**config.mk**
```make
export PLATFORM = sky130hd
export DESIGN_NAME = cma_seq
export DESIGN_NICKNAME = d
export VERILOG_FILES = /design/src/rtl/core/cma_pkg.sv /design/src/rtl/core/cma_seq.sv
export SDC_FILE = /design/constraint.sdc
export NUM_CORES = 1
export LEC_CHECK = 0
export BUFFER_PORTS_ARGS = -buffer_cell sky130_fd_sc_hd__buf_4
export CORE_AREA = 2 2 39 41
export CTS_CLUSTER_DIAMETER = 80
export DETAILED_ROUTE_END_ITERATION = 12
export DIE_AREA = 0 0 41 43
export MAX_ROUTING_LAYER = met4
export PLACE_DENSITY = 0.62
export REMOVE_ABC_BUFFERS = 1
export SYNTH_ARGS = -nofsm -noshare
export SYNTH_HDL_FRONTEND = slang
export SYNTH_SLANG_ARGS = --single-unit
```
**constraint.sdc**
```tcl
create_clock -name i_clk -period 2.6 [get_ports i_clk]
set_clock_uncertainty 0.1 [all_clocks]
set_input_delay 0.78 -clock i_clk [delete_from_list [all_inputs] [get_ports i_clk]]
set_output_delay 0.78 -clock i_clk [all_outputs]
set_load 0.01 [all_outputs]
```
**src/rtl/core/cma_pkg.sv**
```systemverilog
`default_nettype none

package cma_pkg;

    // defaults for the top-level parameters
    localparam int MAX_CHANNELS_DEF = 8;
    localparam int SAMPLE_BITS_DEF  = 16;

    // fixed field widths
    localparam int LANES       = 8;                 // ch0..ch7 in every sample transfer
    localparam int FIELD_W     = 16;
    localparam int CH_W        = 3;                 // row / col index
    localparam int CFG_W       = 4;
    localparam logic [CFG_W-1:0] CFG_RESET = 4'd8;
    localparam int SUM_W       = 64;
    localparam int COUNT_W     = 32;
    localparam int VALUE_W     = 33;
    localparam int IN_TDATA_W  = LANES * FIELD_W;
    localparam int OUT_BITS    = 2 * CH_W + VALUE_W;
    localparam int OUT_TDATA_W = ((OUT_BITS + 7) / 8) * 8;

    // microcode
    localparam int PC_W = 4;

    localparam logic [PC_W-1:0] S_WAIT     = 4'd0;
    localparam logic [PC_W-1:0] S_DISPATCH = 4'd1;
    localparam logic [PC_W-1:0] S_MAC      = 4'd2;
    localparam logic [PC_W-1:0] S_DRAIN    = 4'd3;
    localparam logic [PC_W-1:0] S_EMIT_RD  = 4'd4;
    localparam logic [PC_W-1:0] S_DIV_GO   = 4'd5;
    localparam logic [PC_W-1:0] S_DIV_WAIT = 4'd6;
    localparam logic [PC_W-1:0] S_OUT      = 4'd7;
    localparam logic [PC_W-1:0] S_NEXT     = 4'd8;
    localparam logic [PC_W-1:0] S_CLEAR    = 4'd9;

    typedef enum logic [2:0] {
        C_NEVER,
        C_ALWAYS,
        C_NO_ACCEPT,
        C_FINISH,
        C_NOT_LAST,
        C_DIV_BUSY,
        C_OUT_BUSY
    } t_cond;

    typedef struct packed {
        logic ready;     // take a sample transfer
        logic rc_clr;    // row / col back to zero
        logic mac;       // issue one multiply-accumulate
        logic cnt_inc;   // bump sample count
        logic mem_rd;    // read one accumulator for emit
        logic div_go;    // start divider
        logic out_load;  // load output register
        logic rc_adv;    // step to next pair
        logic acc_clr;   // drop all sums and the count
    } t_ctrl;

    typedef struct packed {
        t_ctrl            ctrl;
        t_cond            cond;
        logic [PC_W-1:0]  target;
    } t_uword;

    typedef struct packed {
        logic accept;
        logic finish;
        logic not_last;
        logic div_busy;
        logic out_busy;
    } t_stat;

    // control store: jump to target when cond holds, else fall through
    function automatic t_uword ucode(input logic [PC_W-1:0] pc);
        t_uword w;
        w = '0;
        w.cond = C_NEVER;
        case (pc)
            S_WAIT: begin
                w.ctrl.ready  = 1'b1;
                w.ctrl.rc_clr = 1'b1;
                w.cond        = C_NO_ACCEPT;
                w.target      = S_WAIT;
            end
            S_DISPATCH: begin
                w.cond   = C_FINISH;
                w.target = S_EMIT_RD;
            end
            S_MAC: begin
                w.ctrl.mac    = 1'b1;
                w.ctrl.rc_adv = 1'b1;
                w.cond        = C_NOT_LAST;
                w.target      = S_MAC;
            end
            S_DRAIN: begin
                w.ctrl.cnt_inc = 1'b1;
                w.cond         = C_ALWAYS;
                w.target       = S_WAIT;
            end
            S_EMIT_RD: begin
                w.ctrl.mem_rd = 1'b1;
            end
            S_DIV_GO: begin
                w.ctrl.div_go = 1'b1;
            end
            S_DIV_WAIT: begin
                w.cond   = C_DIV_BUSY;
                w.target = S_DIV_WAIT;
            end
            S_OUT: begin
                w.ctrl.out_load = 1'b1;
                w.cond          = C_OUT_BUSY;
                w.target        = S_OUT;
            end
            S_NEXT: begin
                w.ctrl.rc_adv = 1'b1;
                w.cond        = C_NOT_LAST;
                w.target      = S_EMIT_RD;
            end
            S_CLEAR: begin
                w.ctrl.acc_clr = 1'b1;
                w.cond         = C_ALWAYS;
                w.target       = S_WAIT;
            end
            default: begin
                w.cond   = C_ALWAYS;
                w.target = S_WAIT;
            end
        endcase
        return w;
    endfunction

endpackage

`default_nettype wire

```
**src/rtl/core/cma_seq.sv**
```systemverilog
`default_nettype none

module cma_seq (
    input  wire               i_clk,
    input  wire               i_rst_n,
    input  wire cma_pkg::t_stat i_stat,
    output cma_pkg::t_ctrl    o_ctrl
);

    logic [cma_pkg::PC_W-1:0] r_pc;
    logic [cma_pkg::PC_W-1:0] n_pc;
    cma_pkg::t_uword          uw;
    logic                     take;

    assign uw     = cma_pkg::ucode(r_pc);
    assign o_ctrl = uw.ctrl;

    always_comb begin
        case (uw.cond)
            cma_pkg::C_NEVER:     take = 1'b0;
            cma_pkg::C_ALWAYS:    take = 1'b1;
            cma_pkg::C_NO_ACCEPT: take = !i_stat.accept;
            cma_pkg::C_FINISH:    take = i_stat.finish;
            cma_pkg::C_NOT_LAST:  take = i_stat.not_last;
            cma_pkg::C_DIV_BUSY:  take = i_stat.div_busy;
            cma_pkg::C_OUT_BUSY:  take = i_stat.out_busy;
            default:              take = 1'b0;
        endcase
        n_pc = take ? uw.target : r_pc + 1'b1;
    end

    always_ff @(posedge i_clk) begin
        if (!i_rst_n) begin
            r_pc <= cma_pkg::S_WAIT;
        end else begin
            r_pc <= n_pc;
        end
    end

endmodule

`default_nettype wire

```
==> key figures <==
Setup path
  • CP endpoint kind: primary output
  • FF-to-FF setup slack: 450 ps
  • Worst r2r src: r_pc[0]$_SDFF_PN0_
  • Crit-path max FO: 15
  • Worst R2R Path Depth: 7
  • Critical Path RT: 1720 ps
  • Critical path startpoint category: flip-flop
  • CP Class: reg2out
  • Reg2reg end: r_pc[1]$_SDFF_PN0_
  • Worst path arrival time: 1390 ps

Logic synthesis
  • Sequential share of the synthesized area: 16.5%
  • Warnings, synthesis: 0
  • Synth cell types: 26
  • Mapped cell area: 487 um2
  • Syn Area/Cell: 7.85 um2
  • Cell count after synthesis: 62
  • Share of the synthesized area in the top cell type: 16.5%
  • Post-synthesis register bit count: 4
  • Synth top area cells: dfxtp_1, ha_1, mux2i_1, and2_1, nor3_1
  • Largest area contributor in the netlist: dfxtp_1

Layout
  • Fin cells: 93
  • # nets final: 90
  • Area grow syn2layout: 27.0%
  • Top Registers: r_pc: 4 flops
  • Max FFs per register: 4
  • Fill cell count: 148
  • Share of cells above drive strength 1: 28.6%
  • Largest Register: r_pc
  • N_diodes: 0

Timing
  • Tmin final: 2270 ps
  • Tightest Pin Transition: 548 ps
  • Final Worst Setup Slack: 329 ps
  • Peak Freq: 440 MHz
  • Max transition margin: 63.4%
  • RSZ-0062 raised after global routing: no
  • Finish-stage setup viols: 0
  • Max Slew Vio Count: 0
  • Final hold violation count: 0
  • Setup TNS: 0 ps
  • Final Cycle Share: 87.3%

Pwr
  • Pwr Density: 961 mW/mm2
  • Pleak: 0.299 nW
  • Worst ir drop on vdd: 0.418 mV

Clock network
  • Number of hold buffers added after CTS: 0
  • Reg clk slew, reported paths: 40 ps
  • CTS H-tree depth: 1
  • CTS tree: built
  • Post-CTS Resized: 0
  • Root Buffer: clkbuf_4
  • Sink Count: 4
  • Number of CTS-inserted buffers: 3
  • Post-CTS Setup Bufs: 0
  • Clock Path Buffers: 2
  • Clk_lat worst skew: 230 ps

Place
  • RePlAce Congestion: 0.729
  • HPWL after DPL: 751 um
  • Dpl cells: 90
  • Number of port buffers: 15
  • Place WS: 451 ps

Routing
  • DR WL/cell: 10.4 um
  • Post-Route WL: 968 um
  • Drt drc: 0
  • DR iter-0 viols: 2
  • Vias: 450
  • Vias per std cell: 4.84
  • TritonRoute pass-1 iters: 2
  • Detail Route Antenna Nets: 0

Hold path
  • Min-Delay Path Class: reg2reg
  • Min-Delay Startpoint: r_pc[1]$_SDFF_PN0_
  • Hold path depth: 4
  • Hold Path End: r_pc[3]$_SDFF_PP0_

Die
  • Die width: 41 um
  • Die Area: 0.00176 mm2
  • Core box area: 0.00138 mm2
  • Die Y: 43 um
  • Initial Util: 35.2%
  • FP Rows: 14
  • IO Pins: 16

Global routing
  • All-Layer GR Usage: 13.0%
  • Vias in the first global route: 366
  • Total gr overflow: 0
  • Largest net degree at the start of global routing: 16
  • Initial antenna violation count: 0
  • Global-route wire length before repair: 1500 um

Run status
  • Status: complete, no violations

Job
  • Max-Cap Viols: 0
[metrics by stage]
stage	power (W)	instance area, um2	util, %	hold slack, ps
4_1_cts	0.000601	618	44.7	547
3_3_place_gp	0.000519	596	43.0	532
5_1_grt	0.000649	618	44.7	580
6_report	0.000594	618	44.7	547
3_5_place_dp	0.000521	596	43.0	543
2_1_floorplan	0.000402	463	-	482
[area by class of cell]
class                           count  area (um2)  share of cell area, %
Sequential cell                     4        80.1                   13.0
Multi-Input combinational cell     52         372                   60.1
Clock buffer                        3        22.5                   3.64
Timing Repair Buffer               15         113                   18.2
Tap cell                           16        20.0                   3.24
Inverter                            3        11.3                   1.82
[metal layers]
metal  up-vias  wire (um)  track usage (%)  part of all wire, %
met4         0          0             10.0                    0
met1       194        495             17.3                   51
li1        245          -                -                    -
met5         -          0                -                    0
met2        11        431             16.3                   45
met3         0         41             3.14                  4.2
[cell usage after synthesis, drive strengths merged]
library cell / count
and2: 6
nand2: 6
nor2: 6
mux2i: 5
nor3: 5
dfxtp: 4
ha: 4
buf: 3
inv: 3
nor2b: 3
o21ai: 3
nor4: 2
xnor2: 2
a211oi: 1
a21oi: 1
a2bb2oi: 1
and3b: 1
nand3: 1
nand3b: 1
nor4b: 1
o211a: 1
or2b: 1
or3b: 1
[worst max-delay path by stage]
| stage | startpoint | end | slack, ps | cells past startpoint |
|---|---|---|---|---|
| 2_1_floorplan | r_pc[0]$_SDFF_PN0_ | r_pc[0]$_SDFF_PN0_ | 680 | 7 |
| 3_3_place_gp | r_pc[0]$_SDFF_PN0_ | r_pc[1]$_SDFF_PN0_ | 480 | 7 |
| 3_5_place_dp | r_pc[0]$_SDFF_PN0_ | r_pc[1]$_SDFF_PN0_ | 450 | 7 |
| 4_1_cts | r_pc[3]$_SDFF_PP0_ | o_ctrl[2] | 310 | 3 |
| 5_1_grt | r_pc[3]$_SDFF_PP0_ | o_ctrl[2] | 240 | 3 |
| 6_report | r_pc[3]$_SDFF_PP0_ | o_ctrl[2] | 330 | 3 |
[layout by cell type, fill, tap and decap left out, drive strengths merged]
cell	count
nand2	6
mux2i	5
inv	3
nor2b	3
clkbuf	3
and2	6
dfxtp	4
ha	4
nand3	1
xnor2	2
or2b	1
a2bb2oi	1
a21oi	1
o21ai	3
and3b	1
nor4b	1
a211oi	1
buf	15
nor4	2
nand3b	1
or3b	1
nor2	6
o211a	1
nor3	5
[logic make-up (layout without fill, tap and decap cells)]
kind of cell / count (synthesis) / in the layout / share of synthesized area, %
AND/OR/NAND/NOR: 34 / 34 / 41.9
AO/OA/AOI/OAI: 7 / 7 / 10.3
buffers and inverters: 6 / 21 / 7.20
multiplexers: 5 / 5 / 10.3
adder cells (fa/ha/maj): 4 / 4 / 10.3
flip-flops: 4 / 4 / 16.5
XOR/XNOR: 2 / 2 / 3.60
[critical path, cell delays in order, from the launching register on]
cell	delay, ps
dfxtp_1	650
nor2b_1	130
and2_1	220
buf_4	150
[power by group]
| part | internal [W] | switching [W] |
|---|---|---|
| Sequential | 0.0000790 | 0.0000306 |
| Clock | 0.0000515 | 0.0000242 |
| Combinational | 0.000203 | 0.000206 |
No activity file was read; power rests on OpenSTA's default activity.
