**config.mk**
```make
export PLATFORM = sky130hd
export DESIGN_NAME = cma_div
export DESIGN_NICKNAME = d
export VERILOG_FILES = /design/src/rtl/core/cma_pkg.sv /design/src/rtl/core/cma_div.sv
export SDC_FILE = /design/constraint.sdc
export NUM_CORES = 1
export LEC_CHECK = 0
export BUFFER_PORTS_ARGS = -buffer_cell sky130_fd_sc_hd__buf_2
export CAP_MARGIN = 20
export CELL_PAD_IN_SITES_DETAIL_PLACEMENT = 1
export CELL_PAD_IN_SITES_GLOBAL_PLACEMENT = 2
export CORE_ASPECT_RATIO = 0.6
export CORE_UTILIZATION = 35
export DETAILED_ROUTE_END_ITERATION = 10
export GPL_ROUTABILITY_DRIVEN = 0
export PLACE_DENSITY = 0.79
export SYNTH_ARGS = -nofsm -noshare
export SYNTH_HDL_FRONTEND = slang
export SYNTH_SLANG_ARGS = --single-unit
```
**constraint.sdc**
```tcl
create_clock -name i_clk -period 3.8 [get_ports i_clk]
set_clock_uncertainty 0.2 [all_clocks]
set_input_delay 0 -clock i_clk [delete_from_list [all_inputs] [get_ports i_clk]]
set_output_delay 0 -clock i_clk [all_outputs]
set_load 0.01 [all_outputs]
```
**src/rtl/core/cma_pkg.sv**
```systemverilog
`default_nettype none

package cma_pkg;

    // defaults for the top-level parameters
    localparam int MAX_CHANNELS_DEF = 8;
    localparam int SAMPLE_BITS_DEF  = 16;

    // fixed field widths
    localparam int LANES       = 8;                 // ch0..ch7 in every sample transfer
    localparam int FIELD_W     = 16;
    localparam int CH_W        = 3;                 // row / col index
    localparam int CFG_W       = 4;
    localparam logic [CFG_W-1:0] CFG_RESET = 4'd8;
    localparam int SUM_W       = 64;
    localparam int COUNT_W     = 32;
    localparam int VALUE_W     = 33;
    localparam int IN_TDATA_W  = LANES * FIELD_W;
    localparam int OUT_BITS    = 2 * CH_W + VALUE_W;
    localparam int OUT_TDATA_W = ((OUT_BITS + 7) / 8) * 8;

    // microcode
    localparam int PC_W = 4;

    localparam logic [PC_W-1:0] S_WAIT     = 4'd0;
    localparam logic [PC_W-1:0] S_DISPATCH = 4'd1;
    localparam logic [PC_W-1:0] S_MAC      = 4'd2;
    localparam logic [PC_W-1:0] S_DRAIN    = 4'd3;
    localparam logic [PC_W-1:0] S_EMIT_RD  = 4'd4;
    localparam logic [PC_W-1:0] S_DIV_GO   = 4'd5;
    localparam logic [PC_W-1:0] S_DIV_WAIT = 4'd6;
    localparam logic [PC_W-1:0] S_OUT      = 4'd7;
    localparam logic [PC_W-1:0] S_NEXT     = 4'd8;
    localparam logic [PC_W-1:0] S_CLEAR    = 4'd9;

    typedef enum logic [2:0] {
        C_NEVER,
        C_ALWAYS,
        C_NO_ACCEPT,
        C_FINISH,
        C_NOT_LAST,
        C_DIV_BUSY,
        C_OUT_BUSY
    } t_cond;

    typedef struct packed {
        logic ready;     // take a sample transfer
        logic rc_clr;    // row / col back to zero
        logic mac;       // issue one multiply-accumulate
        logic cnt_inc;   // bump sample count
        logic mem_rd;    // read one accumulator for emit
        logic div_go;    // start divider
        logic out_load;  // load output register
        logic rc_adv;    // step to next pair
        logic acc_clr;   // drop all sums and the count
    } t_ctrl;

    typedef struct packed {
        t_ctrl            ctrl;
        t_cond            cond;
        logic [PC_W-1:0]  target;
    } t_uword;

    typedef struct packed {
        logic accept;
        logic finish;
        logic not_last;
        logic div_busy;
        logic out_busy;
    } t_stat;

    // control store: jump to target when cond holds, else fall through
    function automatic t_uword ucode(input logic [PC_W-1:0] pc);
        t_uword w;
        w = '0;
        w.cond = C_NEVER;
        case (pc)
            S_WAIT: begin
                w.ctrl.ready  = 1'b1;
                w.ctrl.rc_clr = 1'b1;
                w.cond        = C_NO_ACCEPT;
                w.target      = S_WAIT;
            end
            S_DISPATCH: begin
                w.cond   = C_FINISH;
                w.target = S_EMIT_RD;
            end
            S_MAC: begin
                w.ctrl.mac    = 1'b1;
                w.ctrl.rc_adv = 1'b1;
                w.cond        = C_NOT_LAST;
                w.target      = S_MAC;
            end
            S_DRAIN: begin
                w.ctrl.cnt_inc = 1'b1;
                w.cond         = C_ALWAYS;
                w.target       = S_WAIT;
            end
            S_EMIT_RD: begin
                w.ctrl.mem_rd = 1'b1;
            end
            S_DIV_GO: begin
                w.ctrl.div_go = 1'b1;
            end
            S_DIV_WAIT: begin
                w.cond   = C_DIV_BUSY;
                w.target = S_DIV_WAIT;
            end
            S_OUT: begin
                w.ctrl.out_load = 1'b1;
                w.cond          = C_OUT_BUSY;
                w.target        = S_OUT;
            end
            S_NEXT: begin
                w.ctrl.rc_adv = 1'b1;
                w.cond        = C_NOT_LAST;
                w.target      = S_EMIT_RD;
            end
            S_CLEAR: begin
                w.ctrl.acc_clr = 1'b1;
                w.cond         = C_ALWAYS;
                w.target       = S_WAIT;
            end
            default: begin
                w.cond   = C_ALWAYS;
                w.target = S_WAIT;
            end
        endcase
        return w;
    endfunction

endpackage

`default_nettype wire

```
**src/rtl/core/cma_div.sv**
```systemverilog
`default_nettype none

module cma_div (
    input  wire                          i_clk,
    input  wire                          i_rst_n,
    input  wire                          i_start,
    input  wire  [cma_pkg::SUM_W-1:0]    i_dividend,
    input  wire  [cma_pkg::COUNT_W-1:0]  i_divisor,
    output logic                         o_busy,
    output logic [cma_pkg::SUM_W-1:0]    o_quotient
);

    localparam int ITER_W = $clog2(cma_pkg::SUM_W);
    localparam int DW     = cma_pkg::COUNT_W;

    logic              r_busy;
    logic [ITER_W-1:0] r_iter;
    logic [DW-1:0]     r_rem;
    logic [DW-1:0]     r_div;
    logic [cma_pkg::SUM_W-1:0] r_quo;

    logic [DW+1:0]     diff;
    logic              q_bit;

    // restoring division, one quotient bit per cycle
    always_comb begin
        diff  = {1'b0, r_rem, r_quo[cma_pkg::SUM_W-1]} - {2'b00, r_div};
        q_bit = !diff[DW+1];
    end

    always_ff @(posedge i_clk) begin
        if (!i_rst_n) begin
            r_busy <= 1'b0;
        end else if (i_start) begin
            r_busy <= (i_divisor != '0);
        end else if (r_busy && r_iter == ITER_W'(cma_pkg::SUM_W - 1)) begin
            r_busy <= 1'b0;
        end
    end

    always_ff @(posedge i_clk) begin
        if (i_start) begin
            r_quo  <= i_dividend;
            r_rem  <= '0;
            r_div  <= i_divisor;
            r_iter <= '0;
        end else if (r_busy) begin
            r_quo  <= {r_quo[cma_pkg::SUM_W-2:0], q_bit};
            r_rem  <= q_bit ? diff[DW-1:0] : {r_rem[DW-2:0], r_quo[cma_pkg::SUM_W-1]};
            r_iter <= r_iter + 1'b1;
        end
    end

    assign o_busy     = r_busy;
    assign o_quotient = r_quo;

endmodule

`default_nettype wire

```
==> impl_results.md, run 1 <==
- Outcome: finished clean
- Share of async-settable or async-resettable flops after synthesis: 0%
- Final #Nets: 1053
- Reported max-cap violation count: 0
- Maximum resistive drop on vdd: 0.316 mV
- Maximum count of clock buffers along a single path: 2
- Total Routed Length: 24000 um
- Cell Area, Placed: 8420 um2
- CP max FO: 3
- Global-route track usage on met3: 6.25%
- Worst slew pin tran: 0.977 ns
- Bufs and invs on worst path: 2
- Initial standard-cell utilization of the core: 36.2%
- GR Util met1: 32.3%
- Unrepaired setup endpoints after global routing: false
- Crit path max-delay family: compound AO/OA/AOI/OAI gates
- Vias in the first global route: 6527
- Sinks on Clock Net: 135
- Die extent in y: 114 um
- FF-to-FF setup slack: 0.31 ns
- Arr. time, crit path: 3.61 ns
- Adder-cell area share of the yosys netlist: 5.90%
- Detailed-route vias per instance: 5.14
- Die ar.: 21600 um2
- Synthesized flop and latch total: 135
- Core box area: 20300 um2
- Clock period minus final worst setup slack: 3.49 ns
- Net count of the mapped netlist: 795
- Number of search-and-repair iterations in the first detailed-routing pass: 6
- Global-route met2 utilization: 33.9%
- Leakage power summed over all cells: 4.14 nW
- Cells on worst reg2reg path: 13
- H-tree depth: 4
- Post-route standard cell area excluding fillers: 9970 um2
- Post-CTS clock slew at the launch and capture registers of the worst setup and hold paths: 0.07 ns
- Final setup fails: 0
- IO Port Bufs: 163
- Synthesis-to-layout area growth: 35.9%
- Share of the core filled with cells in the final layout: 49.2%
- Post-synthesis mux area share: 10.2%
- Synth Area in Compound Gates: 14.2%
- Post-synth cell types: 64
- Xor and xnor area share after synthesis: 3.34%
- Gate count of the mapped netlist: 662
- Antenna diodes: 0
- Share of post-route cells with drive strength above 1: 31.0%
- Detail-routed net length per standard cell: 19.9 um
- First-pass GRT wire length: 37400 um
- Antenna violations before repair: 0
- Worst-case hold path end point: r_div[26]
- Grt total ovfl: 0
- Hold-critical path depth: 2
- Count of cell instances traversed by the critical path: 13
- CTS tree: built
- Worst max-slew margin expressed relative to the limit: 34.6%
- Final total power: 4.52 mW
- Seq/Total Area, Yosys: 49.9%
- Max incr delay on CP: 0.43 ns
- Critical-path cell with the highest stage delay: sky130_fd_sc_hd__fa_1
- Antenna Violating Nets Remaining: 0
- Maximum number of pins on one net before global-route repair: 65
- Total number of vias: 6197
- Cell occurring most often along the worst timing path: sky130_fd_sc_hd__inv_1
- Overall global routing resource usage: 22.9%
- Yosys Warn Count: 0
- Clock buffer count from CTS: 17
- Cell row count: 40
- Crit path required time: 3.93 ns
- Critical register-to-register path startpoint: o_quotient[63]
- Number of I/O pins: 164
- Dominant combinational cell family by area after synthesis: compound AO/OA/AOI/OAI gates
- Worst-skew pair later-pin latency: 0.43 ns
- DRC: 0
- Cell chosen for the clock root: sky130_fd_sc_hd__clkbuf_16
- Path class of the lowest-slack min-delay path: input port to register
- Cells resized by post-CTS repair: 0
- TNS Setup: 0 ns
- Hold Vio Cnt, Final: 0
- Critical Path Sink Type: register
- Fill count: 2258
- Power per standard cell area: 453 nW/um2
- Width of the die: 189 um
- Initial drt markers: 459
- Synthesized area: 7340 um2
- Avg Synthesized Cell Area: 11.1 um2
- Maximum operating frequency: 287 MHz
- Critical hold path startpoint: i_divisor[26]
- Worst Setup Path Type: register to register
- Simple-gate area share of the yosys netlist: 12.3%
- Critical path, cell by cell: inv_1 -> ha_1 -> inv_1 -> fa_1 -> a211o_1 -> a211oi_2 -> o32a_4 -> a21oi_4 -> nor4_4 -> o31ai_4 -> mux2i_1 -> o21ai_1 -> a311oi_1
- Period Utilization, post-route: 91.7%
- Sum of net half-perimeters after detailed placement: 15700 um
- RR Endpoint: r_rem[28]
- Post-synth EDFFs: 96
- GRT Max-Usage Layer: met2
- Synth Flop Type: sky130_fd_sc_hd__edfxtp_1
- Kind of start point of the critical path: register
- Pins Over Slew Limit: 0
==> cell usage after synthesis, types with 2 or more instances <==
| cell | count | share of area, % |
|---|---|---|
| sky130_fd_sc_hd__a211o_1 | 3 | 0.36 |
| sky130_fd_sc_hd__a211oi_1 | 4 | 0.41 |
| sky130_fd_sc_hd__a21o_1 | 13 | 1.3 |
| sky130_fd_sc_hd__a21oi_1 | 34 | 2.3 |
| sky130_fd_sc_hd__a311o_1 | 2 | 0.27 |
| sky130_fd_sc_hd__a311oi_1 | 13 | 1.6 |
| sky130_fd_sc_hd__a311oi_2 | 11 | 2.2 |
| sky130_fd_sc_hd__and3_1 | 4 | 0.34 |
| sky130_fd_sc_hd__buf_1 | 3 | 0.15 |
| sky130_fd_sc_hd__buf_2 | 5 | 0.34 |
| sky130_fd_sc_hd__buf_4 | 4 | 0.41 |
| sky130_fd_sc_hd__clkbuf_1 | 19 | 0.97 |
| sky130_fd_sc_hd__dfxtp_1 | 39 | 11 |
| sky130_fd_sc_hd__edfxtp_1 | 96 | 39 |
| sky130_fd_sc_hd__ha_1 | 33 | 5.6 |
| sky130_fd_sc_hd__inv_1 | 39 | 2.0 |
| sky130_fd_sc_hd__mux2_2 | 64 | 9.8 |
| sky130_fd_sc_hd__mux2i_1 | 2 | 0.27 |
| sky130_fd_sc_hd__nand2_1 | 61 | 3.1 |
| sky130_fd_sc_hd__nand3_1 | 17 | 1.2 |
| sky130_fd_sc_hd__nand4_1 | 9 | 0.77 |
| sky130_fd_sc_hd__nor2_1 | 58 | 3.0 |
| sky130_fd_sc_hd__nor2b_1 | 5 | 0.43 |
| sky130_fd_sc_hd__nor3_1 | 8 | 0.55 |
| sky130_fd_sc_hd__nor4_1 | 15 | 1.3 |
| sky130_fd_sc_hd__o211a_1 | 2 | 0.27 |
| sky130_fd_sc_hd__o211ai_1 | 8 | 0.82 |
| sky130_fd_sc_hd__o21a_1 | 5 | 0.51 |
| sky130_fd_sc_hd__o21ai_0 | 13 | 0.89 |
| sky130_fd_sc_hd__o21ai_1 | 5 | 0.34 |
| sky130_fd_sc_hd__o311ai_1 | 2 | 0.24 |
| sky130_fd_sc_hd__o31ai_1 | 5 | 0.51 |
| sky130_fd_sc_hd__or3_1 | 4 | 0.34 |
| sky130_fd_sc_hd__xnor2_1 | 16 | 1.9 |
| sky130_fd_sc_hd__xor2_1 | 12 | 1.4 |
==> metal layers <==
| layer | vias up | routed length [um] |
|---|---|---|
| met4 | 0 | 469 |
| met5 | - | 0 |
| li1 | 2984 | - |
| met1 | 3003 | 11600 |
| met3 | 33 | 1490 |
| met2 | 177 | 10500 |
==> layout by cell type, fill, tap and decap left out, types with 4 or more instances in the layout <==
| master | count |
|---|---|
| sky130_fd_sc_hd__buf_2 | 162 |
| sky130_fd_sc_hd__dlygate4sd3_1 | 99 |
| sky130_fd_sc_hd__edfxtp_1 | 96 |
| sky130_fd_sc_hd__mux2_2 | 64 |
| sky130_fd_sc_hd__nand2_1 | 60 |
| sky130_fd_sc_hd__nor2_1 | 58 |
| sky130_fd_sc_hd__inv_1 | 39 |
| sky130_fd_sc_hd__dfxtp_1 | 38 |
| sky130_fd_sc_hd__a21oi_1 | 34 |
| sky130_fd_sc_hd__ha_1 | 33 |
| sky130_fd_sc_hd__nand3_1 | 17 |
| sky130_fd_sc_hd__clkbuf_16 | 17 |
| sky130_fd_sc_hd__xnor2_1 | 16 |
| sky130_fd_sc_hd__nor4_1 | 15 |
| sky130_fd_sc_hd__o21ai_0 | 13 |
| sky130_fd_sc_hd__a21o_1 | 13 |
| sky130_fd_sc_hd__a311oi_1 | 13 |
| sky130_fd_sc_hd__xor2_1 | 12 |
| sky130_fd_sc_hd__a311oi_2 | 11 |
| sky130_fd_sc_hd__buf_4 | 11 |
| sky130_fd_sc_hd__nand4_1 | 9 |
| sky130_fd_sc_hd__o211ai_1 | 8 |
| sky130_fd_sc_hd__nor3_1 | 8 |
| sky130_fd_sc_hd__nor2b_1 | 5 |
| sky130_fd_sc_hd__o21a_1 | 5 |
| sky130_fd_sc_hd__o21ai_1 | 5 |
| sky130_fd_sc_hd__o31ai_1 | 5 |
| sky130_fd_sc_hd__and3_1 | 4 |
| sky130_fd_sc_hd__a211oi_1 | 4 |
| sky130_fd_sc_hd__or3_1 | 4 |
| sky130_fd_sc_hd__clkinvlp_4 | 4 |
==> worst max-delay path by stage <==
stage	from	slack [ns]	to
final	o_quotient[63]	0.31	r_rem[28]
after global routing	o_quotient[63]	0.07	r_rem[28]
after CTS	o_quotient[63]	0.33	r_rem[28]
after detailed placement	o_quotient[63]	0.35	r_rem[28]
after global placement	o_quotient[63]	0.51	r_rem[30]
after floorplan	o_quotient[63]	0.68	r_rem[28]
==> layout make-up <==
type,instances,area [um2],area share [%]
clock buffers,21,460,4.62
clock inverters,11,100,1.00
inverters,40,150,1.51
multi-input cells,454,3370,33.8
flip-flops and latches,135,3660,36.7
well taps,273,342,3.42
repair buffers,272,1880,18.9
==> timing repair <==
| item | 4_1_cts | 5_1_grt |
|---|---|---|
| hold endpoints to repair | 108 | 0 |
| setup buffers | 0 | 0 |
| hold buffers | 99 | 0 |
==> flip-flops by register name (all words and copies together) (netlist names) <==
signal,cells
r_rem,32
r_div,32
r_iter,6
o_quotient,64
o_busy,1
==> report_power, final <==
part / leakage, nW / internal, mW / total, mW / switching [mW]
Sequential: 1.28 / 1.74 / 1.83 / 0.0892
Clock: 0.264 / 0.936 / 1.63 / 0.691
Combinational: 2.59 / 0.465 / 1.06 / 0.599
Total: 4.14 / 3.14 / 4.52 / 1.38
==> worst reg2reg max path, delay by kind of cell, from the launching register on <==
family	cells	cell delay [ns]
AO/OA/AOI/OAI	7	1.56
adder cells (fa/ha/maj)	2	0.62
buffers and inverters	2	0.15
flip-flops	1	0.38
multiplexers	1	0.17
AND/OR/NAND/NOR	1	0.31
==> logic make-up after synthesis <==
kind of cell | count (synthesis)
buf+inv | 73
mux | 67
flops | 135
fa+ha+maj | 34
simple gates | 192
xor+xnor | 28
compound gates | 133
==> through the flow <==
| step | setup slack [ns] | hold slack [ns] | cells |
|---|---|---|---|
| after floorplan | 0.679 | -0.101 | 662 |
| after global placement | 0.514 | -0.0122 | 1075 |
| after detailed placement | 0.353 | -0.00812 | 1075 |
| after CTS | 0.331 | 0.0721 | 1206 |
| after global routing | 0.0665 | 0.0997 | 1206 |
| final | 0.315 | 0.0989 | 1206 |
Power figures use the tool's default switching activity.
==> run 2, diff against run 1 <==
--- a/config.mk
+++ b/config.mk
@@ -11,9 +11,11 @@
 export CELL_PAD_IN_SITES_GLOBAL_PLACEMENT = 2
 export CORE_ASPECT_RATIO = 0.6
 export CORE_UTILIZATION = 35
+export CTS_BUF_LIST = sky130_fd_sc_hd__clkbuf_8 sky130_fd_sc_hd__clkbuf_16
 export DETAILED_ROUTE_END_ITERATION = 10
 export GPL_ROUTABILITY_DRIVEN = 0
 export PLACE_DENSITY = 0.79
+export SLEW_MARGIN = 10
 export SYNTH_ARGS = -nofsm -noshare
 export SYNTH_HDL_FRONTEND = slang
 export SYNTH_SLANG_ARGS = --single-unit
==> run 2 against run 1 <==
  * Wire length up 0.14%
  * Design area did not move
  * Sequential share of layout area did not move
  * Clock power barely moved
  * Global-route usage did not move
  * Die area is the same
  * Worst setup slack better by 0.0055 ns
==> impl_results.md, run 2 (synthesis results as in run 1) <==
- Detail-routed net length per standard cell: 19.9 um (+0.14%)
- Synthesis-to-layout area growth: 35.9% (unchanged)
- Crit path required time: 3.93 ns (about the same)
- Overall global routing resource usage: 22.9% (unchanged)
- Core box area: 20300 um2 (unchanged)
- DRC: 0 (unchanged)
- Worst-skew pair later-pin latency: 0.43 ns (about the same)
- Critical-path cell with the highest stage delay: sky130_fd_sc_hd__fa_1
- Reported max-cap violation count: 0 (unchanged)
- Clk network pwr share: 35.9% (about the same)
- Hold WS: 0.0964 ns (-0.00254 ns)
- Post-CTS clock slew at the launch and capture registers of the worst setup and hold paths: 0.07 ns (about the same)
- Leakage power summed over all cells: 4.14 nW (+0.20%)
- Worst max-slew margin expressed relative to the limit: 36.1% (+1.4 points)
- CP max FO: 3 (unchanged)
- Share of the core filled with cells in the final layout: 49.2% (unchanged)
- Outcome: finished clean
- Power per standard cell area: 453 nW/um2 (about the same)
- Sw frac: 30.6% (+0.10 points)
- FF+latch area: 3660 um2 (unchanged)
- Share of post-route cells with drive strength above 1: 31.0% (unchanged)
- Clock period minus final worst setup slack: 3.48 ns (-0.00549 ns)
- Net switching power of the design: 1.38 mW (+0.31%)
- Worst Setup Path Type: register to register
- Hold Vio Cnt, Final: 0 (unchanged)
- Maximum count of clock buffers along a single path: 2 (unchanged)
- Clock buffer count from CTS: 17 (unchanged)
- First-pass GRT wire length: 37400 um (unchanged)
- Unrepaired setup endpoints after global routing: false
- Final #Nets: 1053 (unchanged)
- Pins Over Slew Limit: 0 (unchanged)
- Fraction of power consumed by sequential logic: 40.5% (about the same)
- TNS Setup: 0 ns (unchanged)
- Die extent in y: 114 um (unchanged)
- H-tree depth: 4 (unchanged)
- Cell occurring most often along the worst timing path: sky130_fd_sc_hd__inv_1
- Arr. time, crit path: 3.61 ns (about the same)
- Grt total ovfl: 0 (unchanged)
- Width of the die: 189 um (unchanged)
- Fill count: 2258 (unchanged)
- Cells resized by post-CTS repair: 0 (unchanged)
- Count of cell instances traversed by the critical path: 13 (unchanged)
- Largest register FFs: 64 (unchanged)
- Sum of net half-perimeters after detailed placement: 15700 um (unchanged)
- Combined area of the multi-input logic cells: 3370 um2 (unchanged)
- Antenna violations before repair: 0 (unchanged)
- Total Routed Length: 24000 um (+0.14%)
- Total number of vias: 6215 (+0.29%)
- Detailed-route vias per instance: 5.15 (+0.29%)
- Die ar.: 21600 um2 (unchanged)
- RR Endpoint: r_rem[28]
- Commonest non-fill, non-tap cells in the layout: 162 x sky130_fd_sc_hd__buf_2, 99 x sky130_fd_sc_hd__dlygate4sd3_1, 96 x sky130_fd_sc_hd__edfxtp_1
- Critical register-to-register path startpoint: o_quotient[63]
- Post-route insts no fill: 1206 (unchanged)
- Critical Path Sink: r_rem[28]
- Antenna diodes: 0 (unchanged)
- Period Utilization, post-route: 91.6% (-0.14 points)
- FF-to-FF setup slack: 0.32 ns (about the same)
- Initial standard-cell utilization of the core: 36.2% (unchanged)
- Critical Path Sink Type: register
- CTS tree: built
- Bufs and invs on worst path: 2 (unchanged)
- Sinks on Clock Net: 135 (unchanged)
- Cell count after placement: 1075 (unchanged)
- Maximum number of pins on one net before global-route repair: 65 (unchanged)
- Critical Path Source: o_quotient[63]
- Initial drt markers: 463 (+0.87%)
- Final worst slack: 0.320 ns (+0.00549 ns)
- Maximum resistive drop on vdd: 0.318 mV (+0.75%)
- Maximum operating frequency: 287 MHz (+0.16%)
- Antenna Violating Nets Remaining: 0 (unchanged)
- Critical hold path startpoint: i_divisor[26]
- Share of power burned in combinational logic: 23.6% (about the same)
- Number of search-and-repair iterations in the first detailed-routing pass: 4 (-2)
- Critical path, cell by cell: inv_1 -> ha_1 -> inv_1 -> fa_1 -> a211o_1 -> a211oi_2 -> o32a_4 -> a21oi_4 -> nor4_4 -> o31ai_4 -> mux2i_1 -> o21ai_1 -> a311oi_1
- Max incr delay on CP: 0.43 ns (about the same)
- Crit path max-delay family: compound AO/OA/AOI/OAI gates
- Internal power: 3.14 mW (-0.18%)
- Final setup fails: 0 (unchanged)
- Post-placement worst setup slack: 0.353 ns (unchanged)
- Leading cell type in the layout, fill and taps excluded: sky130_fd_sc_hd__buf_2
- Path class of the lowest-slack min-delay path: input port to register
- Vias in the first global route: 6527 (unchanged)
- Number of I/O pins: 164 (unchanged)
- Cell row count: 40 (unchanged)
- Kind of start point of the critical path: register
- IO Port Bufs: 163 (unchanged)
- Cells on worst reg2reg path: 13 (unchanged)
- Cell chosen for the clock root: sky130_fd_sc_hd__clkbuf_16
- Worst slew pin tran: 0.956 ns (-0.0214 ns)
[run 2: changes by cell type in the layout (fill, tap and decap cells not counted), sizes merged]
| cell | before | now |
|---|---|---|
| clkbuf | 21 | 19 |
| inv | 41 | 43 |
[run 2: repair_timing]
item | CTS | global route
setup endpoints to repair | 0 | 0
hold buffers | 99 | 0
hold endpoints to repair | 108 | 0
setup buffers | 0 | 0
[run 2: worst min path at each step]
stage	end	slack (ns)	depth (start not counted)
floorplan	r_div[0]	-0.10	0
global route	r_div[12]	0.1	2
global placement	r_div[7]	-0.01	1
CTS	r_div[8]	0.07	2
detailed placement	r_div[7]	-0.008	1
finish	r_div[26]	0.1	2
[run 2: power groups by stage]
stage | Sequential [mW] | Clock (mW) | Combinational [mW]
global placement | 1.84 | 0 | 0.942
floorplan | 1.87 | 0 | 0.619
global route | 1.85 | 1.71 | 1.17
finish | 1.83 | 1.62 | 1.07
CTS | 1.82 | 1.64 | 1.05
detailed placement | 1.85 | 0 | 0.964
[run 2: worst register-to-register path, delay by kind of cell, from the launching register on]
kind                       cells  cell delay, ns
AOI/OAI and AO/OA              7            1.56
adders and majority gates      2            0.62
DFF                            1            0.38
and+or+nand+nor                1            0.31
muxes                          1            0.17
buffers and inverters          2            0.15
[run 2: through the flow]
step           power, mW  area [um2]
6_report            4.52        9970
5_1_grt             4.72        9970
3_5_place_dp        2.81        8420
2_1_floorplan       2.49        7340
4_1_cts             4.51        9970
3_3_place_gp        2.78        8420
[run 2: metal layers]
layer / share of wire, % / track usage (%) / routed length, um / vias up
met3: 5.2 / 6.25 / 1260 / 36
met1: 49 / 32.3 / 11800 / 3014
met4: 2.2 / 7.31 / 532 / 0
met2: 43 / 33.9 / 10400 / 179
li1: - / - / - / 2986
met5: 0 / 0 / 0 / -
[run 2: final cells by class]
type                       count  area share (%)
clock inverter                13            1.08
sequential                   135            36.7
inverter                      40            1.51
multi-input combinational    454            33.8
tap                          273            3.42
clock buffer                  19            4.54
timing repair buffer         272            18.9
==> run 3, diff against run 2 <==
--- a/config.mk
+++ b/config.mk
@@ -15,6 +15,7 @@
 export DETAILED_ROUTE_END_ITERATION = 10
 export GPL_ROUTABILITY_DRIVEN = 0
 export PLACE_DENSITY = 0.79
+export REMOVE_ABC_BUFFERS = 1
 export SLEW_MARGIN = 10
 export SYNTH_ARGS = -nofsm -noshare
 export SYNTH_HDL_FRONTEND = slang
==> run 3 against run 2 <==
  * Worst setup slack worse by 0.16 ns
  * Critical endpoint unchanged
  * Die area is the same
  * Total power decreased by 0.75%
  * Global-route usage down 0.069 points
==> impl_results.md, run 3 (synthesis results as in run 1) <==
- Outcome: finished clean
- Maximum number of pins on one net before global-route repair: 66 (+1.5%)
- Hold WS: 0.0930 ns (-0.00335 ns)
- Overall global routing resource usage: 22.8% (-0.069 points)
- Antenna Violating Nets Remaining: 0 (unchanged)
- Fraction of power consumed by sequential logic: 40.8% (+0.3 points)
- Total Routed Length: 23900 um (-0.39%)
- Max incr delay on CP: 0.42 ns (about the same)
- Critical-path cell with the highest stage delay: sky130_fd_sc_hd__fa_1
- Share of post-route cells with drive strength above 1: 30.3% (-0.65 points)
- Cell row count: 40 (unchanged)
- Internal power: 3.07 mW (-2.1%)
- Share of power burned in combinational logic: 24.6% (+1.0 points)
- IO Port Bufs: 163 (unchanged)
- Worst max-slew margin expressed relative to the limit: 43.3% (+7.2 points)
- Die ar.: 21600 um2 (unchanged)
- Total number of vias: 6268 (+0.85%)
- Critical path, cell by cell: inv_1 -> ha_1 -> inv_1 -> fa_1 -> a211o_1 -> a211oi_4 -> o32a_4 -> a21oi_4 -> nor4_4 -> o31ai_4 -> mux2i_1 -> o21ai_1 -> a311oi_1
- Maximum count of clock buffers along a single path: 2 (unchanged)
- Synthesis-to-layout area growth: 37.4%
- Power per standard cell area: 445 nW/um2 (-1.9%)
- Hold Vio Cnt, Final: 0 (unchanged)
- DRC: 0 (unchanged)
- Vias in the first global route: 6698 (+2.6%)
- Largest register FFs: 64 (unchanged)
- Maximum resistive drop on vdd: 0.368 mV (+16%)
- Die extent in y: 114 um (unchanged)
- CTS tree: built
- CP max FO: 3 (unchanged)
- Net switching power of the design: 1.42 mW (+2.3%)
- Sinks on Clock Net: 135 (unchanged)
- Leading cell type in the layout, fill and taps excluded: sky130_fd_sc_hd__buf_2
- Bufs and invs on worst path: 2 (unchanged)
- Crit path max-delay family: compound AO/OA/AOI/OAI gates
- Worst Setup Path Type: register to register
- Leakage power summed over all cells: 4.19 nW (+0.98%)
- Final #Nets: 1063 (+0.95%)
- Critical Path Sink Type: register
- Path class of the lowest-slack min-delay path: input port to register
- Pins Over Slew Limit: 0 (unchanged)
- Cell chosen for the clock root: sky130_fd_sc_hd__clkbuf_16
- Share of the core filled with cells in the final layout: 49.8% (+0.57 points)
- Final setup fails: 0 (unchanged)
- First-pass GRT wire length: 37400 um (about the same)
- Period Utilization, post-route: 95.8% (+4.2 points)
- Core box area: 20300 um2 (unchanged)
- Initial standard-cell utilization of the core: 36.2% (unchanged)
- Reported max-cap violation count: 0 (unchanged)
- Post-CTS clock slew at the launch and capture registers of the worst setup and hold paths: 0.06 ns (about the same)
- Antenna violations before repair: 0 (unchanged)
- Sw frac: 31.5% (+0.95 points)
- Initial drt markers: 361 (-22%)
- Number of search-and-repair iterations in the first detailed-routing pass: 4 (unchanged)
- Number of I/O pins: 164 (unchanged)
- Setup Buffers After CTS: 0 (unchanged)
- Detailed-route vias per instance: 5.15 (about the same)
- Cell occurring most often along the worst timing path: sky130_fd_sc_hd__inv_1
- Clock period minus final worst setup slack: 3.64 ns (+0.160 ns)
- Width of the die: 189 um (unchanged)
- H-tree depth: 4 (unchanged)
- Clock buffer count from CTS: 17 (unchanged)
- Clk network pwr share: 34.6% (-1.3 points)
- TNS Setup: 0 ns (unchanged)
- Crit path required time: 3.90 ns (-0.03 ns)
- Detail-routed net length per standard cell: 19.7 um (-1.3%)
- Sum of net half-perimeters after detailed placement: 15400 um (-2.2%)
- Grt total ovfl: 0 (unchanged)
- Unrepaired setup endpoints after global routing: false
- Kind of start point of the critical path: register
- Worst slew pin tran: 0.843 ns (-0.113 ns)
- Arr. time, crit path: 3.74 ns (+0.13 ns)
- Commonest non-fill, non-tap cells in the layout: 162 x sky130_fd_sc_hd__buf_2, 112 x sky130_fd_sc_hd__dlygate4sd3_1, 96 x sky130_fd_sc_hd__edfxtp_1
- Worst-skew pair later-pin latency: 0.43 ns (about the same)
- Maximum operating frequency: 275 MHz (-4.4%)
run 3: per-layer routing:
| metal | vias up | wire, um | GRT usage [%] |
|---|---|---|---|
| li1 | 2994 | - | - |
| met1 | 3068 | 11400 | 31.1 |
| met2 | 162 | 10900 | 35.7 |
| met3 | 44 | 985 | 4.35 |
| met4 | 0 | 680 | 9.57 |
| met5 | - | 0 | 0 |
run 3: worst reg2reg max path, stage by stage (launching register included):
cell and delay (ns):
sky130_fd_sc_hd__edfxtp_1 0.40, sky130_fd_sc_hd__inv_1 0.10, sky130_fd_sc_hd__ha_1 0.17, sky130_fd_sc_hd__inv_1 0.06, sky130_fd_sc_hd__fa_1 0.42, sky130_fd_sc_hd__a211o_1 0.38, sky130_fd_sc_hd__a211oi_4 0.35, sky130_fd_sc_hd__o32a_4 0.23
sky130_fd_sc_hd__a21oi_4 0.07, sky130_fd_sc_hd__nor4_4 0.32, sky130_fd_sc_hd__o31ai_4 0.12, sky130_fd_sc_hd__mux2i_1 0.17, sky130_fd_sc_hd__o21ai_1 0.11, sky130_fd_sc_hd__a311oi_1 0.41
run 3: worst paths after layout:
path	from	endpoint	slack (ns)	cells past startpoint
worst max-delay path	o_quotient[63]	r_rem[28]	0.16	13
worst max register to register	o_quotient[63]	r_rem[28]	0.16	13
worst min register to register	r_iter[5]	r_iter[5]	0.29	2
worst min-delay path	i_divisor[5]	r_div[5]	0.09	2
run 3: per-stage QoR:
stage                     cell area [um2]  setup WS, ns  total power, mW  cells
after CTS                           10100         0.286             4.46   1216
after detailed placement             8430         0.372             2.82   1072
after global routing                10100       0.00447             4.69   1216
after global placement               8430         0.524             2.80   1072
final                               10100         0.160             4.49   1217
after floorplan                      7180        -0.406             2.45    629
run 3: cell type report:
cell class / instances / area, um2
Antenna cell: 1 / 2.50
Fill cell: 2262 / 10200
Clock buffer: 17 / 425
Tap cell: 273 / 342
Inverter: 40 / 150
Clock inverter: 15 / 108
Sequential cell: 135 / 3660
Timing Repair Buffer: 282 / 2020
Multi-Input combinational cell: 454 / 3380
run 3: power by group through the flow:
| stage | clock (mW) | combinational (mW) | sequential [mW] |
|---|---|---|---|
| after global routing | 1.64 | 1.20 | 1.85 |
| after detailed placement | 0 | 0.973 | 1.85 |
| final | 1.55 | 1.10 | 1.83 |
| after floorplan | 0 | 0.569 | 1.88 |
| after global placement | 0 | 0.954 | 1.84 |
| after CTS | 1.56 | 1.08 | 1.82 |
run 3: what timing repair did:
action,CTS,global route
endpoints found under the hold margin,97,0
setup endpoints to repair,0,1
resized for setup,0,1
hold buffers,112,0
